$ cat config.mk
export PLATFORM = sky130hd
export DESIGN_NAME = rgb_box_downsample_8x
export DESIGN_NICKNAME = d
export VERILOG_FILES = /design/src/rtl/rbd_pkg.sv /design/src/rtl/rgb_box_downsample_8x.sv /design/src/rtl/rbd_ram.sv /design/src/rtl/rbd_front.sv /design/src/rtl/rbd_queue.sv /design/src/rtl/rbd_divider.sv /design/src/rtl/rbd_back.sv
export SDC_FILE = /design/constraint.sdc
export NUM_CORES = 2
export LEC_CHECK = 0
export BUFFER_PORTS_ARGS = -buffer_cell sky130_fd_sc_hd__buf_4
export CORE_MARGIN = 2
export CORE_UTILIZATION = 55
export DETAILED_ROUTE_END_ITERATION = 10
export PLACE_DENSITY = 0.73
export SKIP_CTS_REPAIR_TIMING = 1
export SLEW_MARGIN = 20
export SYNTH_ARGS = -nofsm -noshare
export SYNTH_HDL_FRONTEND = slang
export SYNTH_SLANG_ARGS = --single-unit
$ cat constraint.sdc
create_clock -name clk -period 5.1 [get_ports clk]
set_clock_uncertainty 0.05 [all_clocks]
set_input_delay 0 -clock clk [delete_from_list [all_inputs] [get_ports clk]]
set_output_delay 0 -clock clk [all_outputs]
set_load 0.01 [all_outputs]
$ cat src/rtl/rbd_pkg.sv
// Shared types, sizes and codes for the RGB 8x8 box downsampler.
// Used by every module of the block except rbd_ram; depends on nothing.
package rbd_pkg;

	// Tile grid geometry. BLOCK_SIZE must be a power of two.
	localparam int TILE_COLS  = 40;
	localparam int TILE_ROWS  = 28;
	localparam int BLOCK_SIZE = 8;
	localparam int BLOCK_BITS = $clog2(BLOCK_SIZE);

	// Field and datapath widths.
	localparam int DIM_W       = 10;
	localparam int CHAN_W      = 8;
	localparam int TILE_COL_W  = 6;
	localparam int TILE_ROW_W  = 5;
	localparam int TILE_ADDR_W = $clog2(TILE_COLS);
	localparam int SUM_W       = $clog2(BLOCK_SIZE * BLOCK_SIZE * 255 + 1);
	localparam int CNT_W       = $clog2(BLOCK_SIZE * BLOCK_SIZE + 1);
	localparam int SPAN_W      = $clog2(BLOCK_SIZE + 1);
	localparam int STEP_W      = $clog2(SUM_W);
	localparam int CHANNELS    = 3;

	// Covered area of the source frame, in pixels.
	localparam logic [DIM_W:0] COL_SPAN = (DIM_W + 1)'(TILE_COLS * BLOCK_SIZE);
	localparam logic [DIM_W:0] ROW_SPAN = (DIM_W + 1)'(TILE_ROWS * BLOCK_SIZE);

	// Queue between front and back.
	localparam int QUEUE_DEPTH = 4;
	localparam int QUEUE_PTR_W = $clog2(QUEUE_DEPTH);

	// Configuration register map.
	localparam int CFG_INDEX_W = 1;
	localparam logic [CFG_INDEX_W-1:0] REG_LINE_LENGTH = 1'b0;
	localparam logic [CFG_INDEX_W-1:0] REG_LINE_COUNT  = 1'b1;
	localparam logic [DIM_W-1:0] LINE_LENGTH_RESET = 10'd320;
	localparam logic [DIM_W-1:0] LINE_COUNT_RESET  = 10'd224;

	// Input beat.
	typedef struct packed {
		logic              frame_start;
		logic [CHAN_W-1:0] red;
		logic [CHAN_W-1:0] green;
		logic [CHAN_W-1:0] blue;
	} pixel_t;

	// Output beat.
	typedef struct packed {
		logic [TILE_COL_W-1:0] tile_column;
		logic [TILE_ROW_W-1:0] tile_row;
		logic [CHAN_W-1:0]     red_average;
		logic [CHAN_W-1:0]     green_average;
		logic [CHAN_W-1:0]     blue_average;
		logic                  frame_done;
	} tile_t;

	// Classified pixel handed from front to back.
	typedef struct packed {
		logic                   clear;
		logic                   covered;
		logic                   last;
		logic                   done;
		logic [TILE_ADDR_W-1:0] tile_col;
		logic [TILE_ROW_W-1:0]  tile_row;
		logic [CNT_W-1:0]       count;
		logic [CHAN_W-1:0]      red;
		logic [CHAN_W-1:0]      green;
		logic [CHAN_W-1:0]      blue;
	} item_t;

	// Running sums of one column tile.
	typedef struct packed {
		logic [SUM_W-1:0] r;
		logic [SUM_W-1:0] g;
		logic [SUM_W-1:0] b;
	} sum3_t;

	// Back-end sequencer states.
	typedef enum logic [1:0] {
		B_IDLE,
		B_ADD,
		B_DIV
	} back_state_t;

endpackage

$ cat src/rtl/rgb_box_downsample_8x.sv
// Top level of the RGB 8x8 box-filter downsampler.
// Depends on rbd_pkg, rbd_front, rbd_queue and rbd_back.
//
// Usage: pixels enter in raster order on the in_valid/in_ready channel, one
// beat per pixel; frame_start marks the first pixel of a frame. Each 8x8
// block of pixels inside a 40x28 tile grid is averaged, and when the last
// covered pixel of a tile arrives one beat leaves on out_valid/out_ready
// carrying the tile coordinates and the truncated mean of red, green and blue.
// frame_done marks the last tile of a frame. Pixels outside the grid or the
// configured frame produce nothing.
// Configuration: cfg_we writes cfg_data into register cfg_index (frame width,
// frame height) at once; write only while the block is idle.
// Back end: each covered pixel takes a sum RAM read, then an add and write
// back; a tile-ending pixel then runs the fourteen divider steps and the
// output load. The back end takes no new pixel from the queue until then.
// A four-entry queue lets the front keep taking pixels while the back works.
// When the receiver stalls, the finished tile is held in the output register
// and the back end waits; the queue then fills and in_ready drops.
// Reset clears the raster position, the tile valid bits, the queue and the
// output; frame size returns to 320 by 224.
module rgb_box_downsample_8x (
	input  logic                            clk,
	input  logic                            arst_n,
	input  logic                            cfg_we,
	input  logic [rbd_pkg::CFG_INDEX_W-1:0] cfg_index,
	input  logic [rbd_pkg::DIM_W-1:0]       cfg_data,
	input  logic                            in_valid,
	output logic                            in_ready,
	input  rbd_pkg::pixel_t                 in_data,
	output logic                            out_valid,
	input  logic                            out_ready,
	output rbd_pkg::tile_t                  out_data
);
	import rbd_pkg::*;

	logic [DIM_W-1:0] line_length_q, line_count_q;
	logic  push, pop, queue_full, queue_nonempty;
	item_t push_item, pop_item;

	// Configuration registers.
	always_ff @(posedge clk or negedge arst_n) begin
		if (!arst_n) begin
			line_length_q <= LINE_LENGTH_RESET;
			line_count_q  <= LINE_COUNT_RESET;
		end else if (cfg_we) begin
			case (cfg_index)
				REG_LINE_LENGTH: line_length_q <= cfg_data;
				REG_LINE_COUNT:  line_count_q  <= cfg_data;
				default: begin
				end
			endcase
		end
	end

	rbd_front u_front (
		.clk         (clk),
		.arst_n      (arst_n),
		.line_length (line_length_q),
		.line_count  (line_count_q),
		.in_valid    (in_valid),
		.in_ready    (in_ready),
		.in_data     (in_data),
		.queue_full  (queue_full),
		.push        (push),
		.item        (push_item)
	);

	rbd_queue u_queue (
		.clk      (clk),
		.arst_n   (arst_n),
		.push     (push),
		.push_data(push_item),
		.full     (queue_full),
		.pop      (pop),
		.nonempty (queue_nonempty),
		.pop_data (pop_item)
	);

	rbd_back u_back (
		.clk           (clk),
		.arst_n        (arst_n),
		.queue_nonempty(queue_nonempty),
		.queue_data    (pop_item),
		.pop           (pop),
		.out_valid     (out_valid),
		.out_ready     (out_ready),
		.out_data      (out_data)
	);

endmodule

$ cat src/rtl/rbd_ram.sv
// Generic single-port-write, single-port-read RAM with registered read data.
// Stand-alone; no package dependency.
module rbd_ram #(
	parameter int WIDTH = 8,
	parameter int DEPTH = 16
) (
	input  logic                     clk,
	input  logic                     we,
	input  logic [$clog2(DEPTH)-1:0] waddr,
	input  logic [WIDTH-1:0]         wdata,
	input  logic                     re,
	input  logic [$clog2(DEPTH)-1:0] raddr,
	output logic [WIDTH-1:0]         rdata
);

	logic [WIDTH-1:0] mem_q [DEPTH];

	// Write port and registered read port.
	always_ff @(posedge clk) begin
		if (we) begin
			mem_q[waddr] <= wdata;
		end
		if (re) begin
			rdata <= mem_q[raddr];
		end
	end

endmodule

$ cat src/rtl/rbd_front.sv
// Front end: tracks the raster position and classifies each pixel beat.
// Depends on rbd_pkg.
module rbd_front (
	input  logic                       clk,
	input  logic                       arst_n,
	input  logic [rbd_pkg::DIM_W-1:0]  line_length,
	input  logic [rbd_pkg::DIM_W-1:0]  line_count,
	input  logic                       in_valid,
	output logic                       in_ready,
	input  rbd_pkg::pixel_t            in_data,
	input  logic                       queue_full,
	output logic                       push,
	output rbd_pkg::item_t             item
);
	import rbd_pkg::*;

	logic [DIM_W-1:0] pixel_column_q, pixel_row_q;
	logic [DIM_W-1:0] col, row;
	logic [DIM_W:0]   col_limit, row_limit;
	logic [DIM_W:0]   col_base, row_base, col_next, row_next;
	logic [DIM_W:0]   col_end, row_end, col_inc, row_inc;
	logic [SPAN_W-1:0] span_c, span_r;
	logic [2*SPAN_W-1:0] area;
	logic             covered, band_clear, accept;

	assign in_ready = !queue_full;
	assign accept   = in_valid && in_ready;

	// Position of this pixel; a frame start forces the origin.
	always_comb begin
		col = in_data.frame_start ? '0 : pixel_column_q;
		row = in_data.frame_start ? '0 : pixel_row_q;
		col_limit = ({1'b0, line_length} < COL_SPAN) ? {1'b0, line_length} : COL_SPAN;
		row_limit = ({1'b0, line_count} < ROW_SPAN) ? {1'b0, line_count} : ROW_SPAN;
		covered = ({1'b0, col} < col_limit) && ({1'b0, row} < row_limit);
		band_clear = (col == '0) && (row[BLOCK_BITS-1:0] == '0);

		// Tile bounds, clipped to the covered area.
		col_base = {1'b0, col[DIM_W-1:BLOCK_BITS], BLOCK_BITS'(0)};
		row_base = {1'b0, row[DIM_W-1:BLOCK_BITS], BLOCK_BITS'(0)};
		col_next = col_base + (DIM_W + 1)'(BLOCK_SIZE);
		row_next = row_base + (DIM_W + 1)'(BLOCK_SIZE);
		col_end = (col_next < col_limit) ? col_next : col_limit;
		row_end = (row_next < row_limit) ? row_next : row_limit;
		col_inc = {1'b0, col} + 1'b1;
		row_inc = {1'b0, row} + 1'b1;
		span_c = SPAN_W'(col_end - col_base);
		span_r = SPAN_W'(row_end - row_base);
		area = span_c * span_r;

		item.clear    = band_clear;
		item.covered  = covered;
		item.last     = (col_inc == col_end) && (row_inc == row_end);
		item.done     = (col_inc == col_limit) && (row_inc == row_limit);
		item.tile_col = TILE_ADDR_W'(col >> BLOCK_BITS);
		item.tile_row = TILE_ROW_W'(row >> BLOCK_BITS);
		item.count    = CNT_W'(area);
		item.red      = in_data.red;
		item.green    = in_data.green;
		item.blue     = in_data.blue;
	end

	// Only pixels that touch the sums need the back end.
	assign push = accept && (covered || band_clear);

	// Raster counters advance on every accepted beat.
	always_ff @(posedge clk or negedge arst_n) begin
		if (!arst_n) begin
			pixel_column_q <= '0;
			pixel_row_q    <= '0;
		end else if (accept) begin
			if (col_inc >= {1'b0, line_length}) begin
				pixel_column_q <= '0;
				if (row_inc >= {1'b0, line_count}) begin
					pixel_row_q <= '0;
				end else begin
					pixel_row_q <= row_inc[DIM_W-1:0];
				end
			end else begin
				pixel_column_q <= col_inc[DIM_W-1:0];
				pixel_row_q    <= row;
			end
		end
	end

endmodule

$ cat src/rtl/rbd_queue.sv
// Short register queue decoupling the front end from the back end.
// Depends on rbd_pkg.
module rbd_queue (
	input  logic           clk,
	input  logic           arst_n,
	input  logic           push,
	input  rbd_pkg::item_t push_data,
	output logic           full,
	input  logic           pop,
	output logic           nonempty,
	output rbd_pkg::item_t pop_data
);
	import rbd_pkg::*;

	item_t                store_q [QUEUE_DEPTH];
	logic [QUEUE_PTR_W-1:0] wr_ptr_q, rd_ptr_q;
	logic [QUEUE_PTR_W:0]   fill_q;

	assign full     = (fill_q == (QUEUE_PTR_W + 1)'(QUEUE_DEPTH));
	assign nonempty = (fill_q != '0);
	assign pop_data = store_q[rd_ptr_q];

	// Entry storage needs no reset.
	always_ff @(posedge clk) begin
		if (push) begin
			store_q[wr_ptr_q] <= push_data;
		end
	end

	// Pointers and fill level.
	always_ff @(posedge clk or negedge arst_n) begin
		if (!arst_n) begin
			wr_ptr_q <= '0;
			rd_ptr_q <= '0;
			fill_q   <= '0;
		end else begin
			if (push) begin
				wr_ptr_q <= wr_ptr_q + 1'b1;
			end
			if (pop) begin
				rd_ptr_q <= rd_ptr_q + 1'b1;
			end
			if (push && !pop) begin
				fill_q <= fill_q + 1'b1;
			end else if (pop && !push) begin
				fill_q <= fill_q - 1'b1;
			end
		end
	end

endmodule

$ cat src/rtl/rbd_divider.sv
// Iterative restoring divider, one quotient bit per cycle on three lanes.
// Depends on rbd_pkg.
module rbd_divider (
	input  logic                                    clk,
	input  logic                                    arst_n,
	input  logic                                    start,
	input  logic [rbd_pkg::CHANNELS-1:0][rbd_pkg::SUM_W-1:0]  dividend,
	input  logic [rbd_pkg::CNT_W-1:0]               divisor,
	output logic                                    busy,
	output logic [rbd_pkg::CHANNELS-1:0][rbd_pkg::CHAN_W-1:0] quotient
);
	import rbd_pkg::*;

	logic [CNT_W-1:0]  div_q;
	logic [STEP_W-1:0] step_q;
	logic              busy_q;
	logic [CHANNELS-1:0][CNT_W-1:0] rem_q;
	logic [CHANNELS-1:0][SUM_W-1:0] quo_q;
	logic [CHANNELS-1:0][CNT_W:0]   rem_sh;
	logic [CHANNELS-1:0]            q_bit;

	assign busy = busy_q;

	// Step counter. Every dividend bit is shifted through, so a quotient wider
	// than CHAN_W bits still gives its correct low bits.
	always_ff @(posedge clk or negedge arst_n) begin
		if (!arst_n) begin
			busy_q <= 1'b0;
			step_q <= '0;
		end else if (start) begin
			busy_q <= 1'b1;
			step_q <= '0;
		end else if (busy_q) begin
			step_q <= step_q + 1'b1;
			if (step_q == STEP_W'(SUM_W - 1)) begin
				busy_q <= 1'b0;
			end
		end
	end

	// Trial subtraction for each lane.
	always_comb begin
		for (int lane = 0; lane < CHANNELS; lane++) begin
			rem_sh[lane]   = {rem_q[lane], quo_q[lane][SUM_W-1]};
			q_bit[lane]    = (rem_sh[lane] >= {1'b0, div_q});
			quotient[lane] = quo_q[lane][CHAN_W-1:0];
		end
	end

	// One shift-and-subtract per lane per cycle.
	always_ff @(posedge clk) begin
		if (start) begin
			rem_q <= '0;
			quo_q <= dividend;
			div_q <= divisor;
		end else if (busy_q) begin
			for (int lane = 0; lane < CHANNELS; lane++) begin
				rem_q[lane] <= q_bit[lane] ? CNT_W'(rem_sh[lane] - {1'b0, div_q})
					: CNT_W'(rem_sh[lane]);
				quo_q[lane] <= {quo_q[lane][SUM_W-2:0], q_bit[lane]};
			end
		end
	end

endmodule

$ cat src/rtl/rbd_back.sv
// Back end: accumulates tile sums in RAM, divides finished tiles, holds output.
// Depends on rbd_pkg, rbd_ram and rbd_divider.
module rbd_back (
	input  logic           clk,
	input  logic           arst_n,
	input  logic           queue_nonempty,
	input  rbd_pkg::item_t queue_data,
	output logic           pop,
	output logic           out_valid,
	input  logic           out_ready,
	output rbd_pkg::tile_t out_data
);
	import rbd_pkg::*;

	back_state_t state_q, state_d;
	item_t       item_q;
	logic [TILE_COLS-1:0] valid_q;
	logic        out_valid_q;
	tile_t       out_q;

	logic        ram_re, ram_we, div_start, div_busy, out_load;
	sum3_t       ram_rdata, old_sum, new_sum;
	logic [CHANNELS-1:0][SUM_W-1:0]  div_dividend;
	logic [CHANNELS-1:0][CHAN_W-1:0] div_quotient;

	rbd_ram #(
		.WIDTH($bits(sum3_t)),
		.DEPTH(TILE_COLS)
	) u_sums (
		.clk  (clk),
		.we   (ram_we),
		.waddr(item_q.tile_col),
		.wdata(new_sum),
		.re   (ram_re),
		.raddr(queue_data.tile_col),
		.rdata(ram_rdata)
	);

	rbd_divider u_div (
		.clk     (clk),
		.arst_n  (arst_n),
		.start   (div_start),
		.dividend(div_dividend),
		.divisor (item_q.count),
		.busy    (div_busy),
		.quotient(div_quotient)
	);

	// An entry not written since the last band clear reads as zero.
	always_comb begin
		old_sum   = valid_q[item_q.tile_col] ? ram_rdata : '0;
		new_sum.r = old_sum.r + SUM_W'(item_q.red);
		new_sum.g = old_sum.g + SUM_W'(item_q.green);
		new_sum.b = old_sum.b + SUM_W'(item_q.blue);
		div_dividend = {new_sum.r, new_sum.g, new_sum.b};
	end

	// Sequencer: fetch, accumulate, then divide when a tile completes.
	always_comb begin
		state_d   = state_q;
		pop       = 1'b0;
		ram_re    = 1'b0;
		ram_we    = 1'b0;
		div_start = 1'b0;
		out_load  = 1'b0;
		case (state_q)
			B_IDLE: begin
				pop    = queue_nonempty;
				ram_re = queue_nonempty && queue_data.covered;
				if (ram_re) begin
					state_d = B_ADD;
				end
			end
			B_ADD: begin
				ram_we = 1'b1;
				if (item_q.last) begin
					div_start = 1'b1;
					state_d   = B_DIV;
				end else begin
					state_d = B_IDLE;
				end
			end
			B_DIV: begin
				if (!div_busy && (!out_valid_q || out_ready)) begin
					out_load = 1'b1;
					state_d  = B_IDLE;
				end
			end
			default: begin
				state_d = B_IDLE;
			end
		endcase
	end

	always_ff @(posedge clk or negedge arst_n) begin
		if (!arst_n) begin
			state_q <= B_IDLE;
		end else begin
			state_q <= state_d;
		end
	end

	// Per-tile valid bits stand in for clearing the sum RAM.
	always_ff @(posedge clk or negedge arst_n) begin
		if (!arst_n) begin
			valid_q <= '0;
		end else if (pop && queue_data.clear) begin
			valid_q <= '0;
		end else if (ram_we) begin
			valid_q[item_q.tile_col] <= 1'b1;
		end
	end

	always_ff @(posedge clk) begin
		if (pop) begin
			item_q <= queue_data;
		end
	end

	// Output register.
	always_ff @(posedge clk or negedge arst_n) begin
		if (!arst_n) begin
			out_valid_q <= 1'b0;
		end else if (out_load) begin
			out_valid_q <= 1'b1;
		end else if (out_ready) begin
			out_valid_q <= 1'b0;
		end
	end

	always_ff @(posedge clk) begin
		if (out_load) begin
			out_q.tile_column   <= TILE_COL_W'(item_q.tile_col);
			out_q.tile_row      <= item_q.tile_row;
			out_q.red_average   <= div_quotient[2];
			out_q.green_average <= div_quotient[1];
			out_q.blue_average  <= div_quotient[0];
			out_q.frame_done    <= item_q.done;
		end
	end

	assign out_valid = out_valid_q;
	assign out_data  = out_q;

	// The accumulate step always follows a RAM read issued from idle.
	a_add_after_read: assert property (@(posedge clk) disable iff (!arst_n)
		state_q == B_ADD |-> $past(state_q) == B_IDLE)
		else $error("accumulate without a preceding sum read");

	// A new result only appears from the divide state.
	a_out_from_div: assert property (@(posedge clk) disable iff (!arst_n)
		$rose(out_valid_q) |-> $past(state_q) == B_DIV)
		else $error("result raised outside the divide state");

	// A tile just written is marked valid.
	a_written_valid: assert property (@(posedge clk) disable iff (!arst_n)
		state_q == B_ADD |=> valid_q[$past(item_q.tile_col)])
		else $error("written tile sum not marked valid");

endmodule
==> metrics <==
FF+latch count, synth=around 2200; clock sinks=between 2000 and 2500; clock tree buffer depth=3; FF-to-FF End=u_back.u_sums.mem_q[8][23]$_DFFE_PP_; sequential standard cell area=between 60000 and 70000 sq um; most used flip-flop cell after synthesis=edfxtp_1; Routed WL=219000 microns; maximum fanout along the worst path=20; R2R Path Start=u_back.item_q[37]$_DFFE_PP_; P_leak=33.7 nW; WL/cell=~32 microns; Antenna Violating Nets Remaining=0; run status=complete, but fails checks; kind of critical path=reg2reg; Tightest Pin Transition=about 2.2 ns; RePlAce Congestion=a little under 0.9; main combinational cell family by area after synthesis=multiplexers; flop2flop setup slack=0.06 ns; DP Cell Count=~6400; fraction of layout instances using a drive strength above 1=0.283; Hold Path Origin=out_ready; Syn Std Cell Area=roughly 86000 sq um; Die W=400 microns; Residual DRC=0; Top Ports=roughly 80; NumNets Final=slightly below 5000; P&R area growth vs syn=15.5%; vias in the first global route=44352; iteration-0 DRC count of the detailed router=~5600; CTS tree=done; DP HPWL=roughly 120000 microns; DR pass1 iterations=6; Starting Density=0.553; Seq/Total Area, Yosys=0.742; die area=roughly 160000 sq um; post-synthesis compound-gate area fraction=0.0285; Min-Delay Path Depth=5; vias per cell=6.47; detailed-route via count=around 45000; Reg2Reg Depth=19; die extent in y=approximately 400 microns; simple-gate share of the synthesized area=0.0281; max cap viols=1; Fmax=198 MHz; clk_lat worst skew=~0.86 ns; final cell count without fillers=6920; Clock H-tree levels=4; area occupied by multi-input gates=about 22000 sq um; clock-pin slew on the worst setup and hold paths=~0.06 ns; Filler Cells Inserted=between 10000 and 15000; WHS Endpoint=u_back.state_q[1]$_DFFE_PN0P_; Util after Layout=0.639; Period Utilization, post-route=0.989; Finished Cell Area=99500 sq um; Max IR drop VDD=approximately 460 uV; WP data arrival=between 5 and 6 ns; Total GRT Usage=0.273; largest net degree at the start of global routing=between 50 and 60; Synth Warn #=0; EDFF count, synth=just over 2000; clock root cell=clkbuf_16; headroom to the max-slew limit=-0.455; Mean Syn Cell Area=20.5 sq um; Worst setup SP type=flop; fin crit period=just over 5 ns; number of setup violations in the final report=0; CTS Buf Count=204; core box area=around 160000 sq um; adder and majority gate portion of the synthesized area=0.0201; final hold viol count=0; Crit. End Element=flop; cell count after synthesis=4209; post-synthesis mux area share=0.157; failing checks=capacitance limit, slew limit; Power, Total=61.0 mW; # port buffers=78; max-slew violation count=31; Row Count=145; antenna violations before repair=3; async set-reset flop share out of synthesis=0.0442; xor/xnor share of the synthesized area=0.00976; WP data required=approximately 5.6 ns; Netlist cell types=a little under 70; most frequent cells in the layout=2035 x edfxtp_1, 552 x mux4_2, 294 x buf_4, 206 x clkbuf_16, 145 x nand2_1; first-pass GRT wire length=310000 microns; Power Density=roughly 610 nW/um^2; worst hold path type=in2reg; GRT overflow=0; most common cell after layout, fill and taps aside=edfxtp_1; cell area after placement=91600 sq um
Yosys cell counts, types with 31 or more instances:
cell      number  area (sq um)
nor2_1       146           548
inv_1        103           387
mux4_2       556         12500
nor2b_1       45           282
a21oi_1       56           280
a22oi_1       49           368
dfrtp_1       90          2250
o21a_1        49           368
and2_1        31           194
mux2_2        32           360
clkbuf_1      92           345
xnor2_1       67           587
edfxtp_1    2035         61100
nand3_1       41           205
buf_2         38           190
o21ai_0       92           460
o21ai_1       44           220
nand2_1      146           548
ha_1         121          1510
mux2i_1       61           611
state kept, by name, summed over array words and instances (netlist names), 18 cells and up:
| signal | cells |
|---|---|
| u_back.u_div.rem_q | 21 |
| u_back.u_sums.rdata | 42 |
| u_queue.store_q | 184 |
| u_back.item_q | 44 |
| u_back.u_div.quo_q | 18 |
| u_back.out_data | 36 |
| u_back.u_sums.mem_q | 1680 |
| u_back.u_div.quotient | 24 |
| u_back.valid_q | 40 |
per-layer routing:
layer | vias to the layer above | GRT usage | routed length, microns
met5 | - | 0 | 29
met4 | 4 | 0.0959 | 8110
met3 | 430 | 0.0503 | 20200
met2 | 2528 | 0.438 | 107000
met1 | 23600 | 0.382 | 83200
li1 | 18217 | - | -
worst max-delay path by stage:
stage / end / from / cells past startpoint / slack [ns]
6_report: u_back.u_sums.mem_q[8][23]$_DFFE_PP_ / u_back.item_q[37]$_DFFE_PP_ / 19 / 0.06
5_1_grt: u_back.u_sums.mem_q[8][23]$_DFFE_PP_ / u_back.item_q[37]$_DFFE_PP_ / 19 / -0.10
3_5_place_dp: u_back.u_sums.mem_q[4][23]$_DFFE_PP_ / u_back.item_q[37]$_DFFE_PP_ / 17 / -0.51
4_1_cts: u_back.u_sums.mem_q[12][23]$_DFFE_PP_ / u_back.item_q[38]$_DFFE_PP_ / 17 / -0.57
2_1_floorplan: u_back.u_sums.mem_q[0][10]$_DFFE_PP_ / u_back.item_q[38]$_DFFE_PP_ / 16 / -0.003
3_3_place_gp: u_back.u_sums.mem_q[30][25]$_DFFE_PP_ / u_back.item_q[37]$_DFFE_PP_ / 16 / -0.37
worst max-delay path, stage by stage (launching register included):
cell and delay [ns]:
edfxtp_1 0.49, buf_4 0.22, and3_1 0.17, a211oi_1 0.24, o21a_1 0.17, o21ai_0 0.08, or4_1 0.58, buf_4 0.23
nand2_1 0.10, inv_1 0.05, ha_1 0.27, a21o_1 0.19, a21oi_2 0.22, o21ai_0 0.20, a31o_2 0.31, a31oi_1 0.31
nor2b_1 0.14, xnor2_2 0.15, buf_4 0.17, nor2_4 0.39
cell families after synthesis:
kind of cell,after synthesis
muxes,649
AOI/OAI and AO/OA,383
other,1
adders and majority gates,132
and+or+nand+nor,510
buffers and inverters,287
DFF,2151
xor gates and xnor gates,96
where the power goes:
part	switching, mW	internal, mW
sequential	0.906	23.8
clock	6.51	8.38
combinational	12.1	9.24
stage by stage:
stage                     hold slack (ns)  setup slack (ns)  TNS, ns
after floorplan                    -0.346          -0.00282   -0.226
after global placement             0.0240            -0.374   -75.83
after detailed placement           0.0227            -0.512   -72.74
after CTS                          -0.911            -0.566   -98.79
after global routing                0.118            -0.100    -8.14
final                              0.0973            0.0566        0
area by class of cell:
| class | count | share of cell area |
|---|---|---|
| Antenna cell | 2 | 0.0000503 |
| Timing Repair Buffer | 439 | 0.0430 |
| Sequential cell | 2151 | 0.642 |
| Tap cell | 2058 | 0.0259 |
| Inverter | 104 | 0.00392 |
| Clock inverter | 115 | 0.0114 |
| Clock buffer | 260 | 0.0540 |
| Multi-Input combinational cell | 1791 | 0.219 |
(Power assumes the default switching activity.)
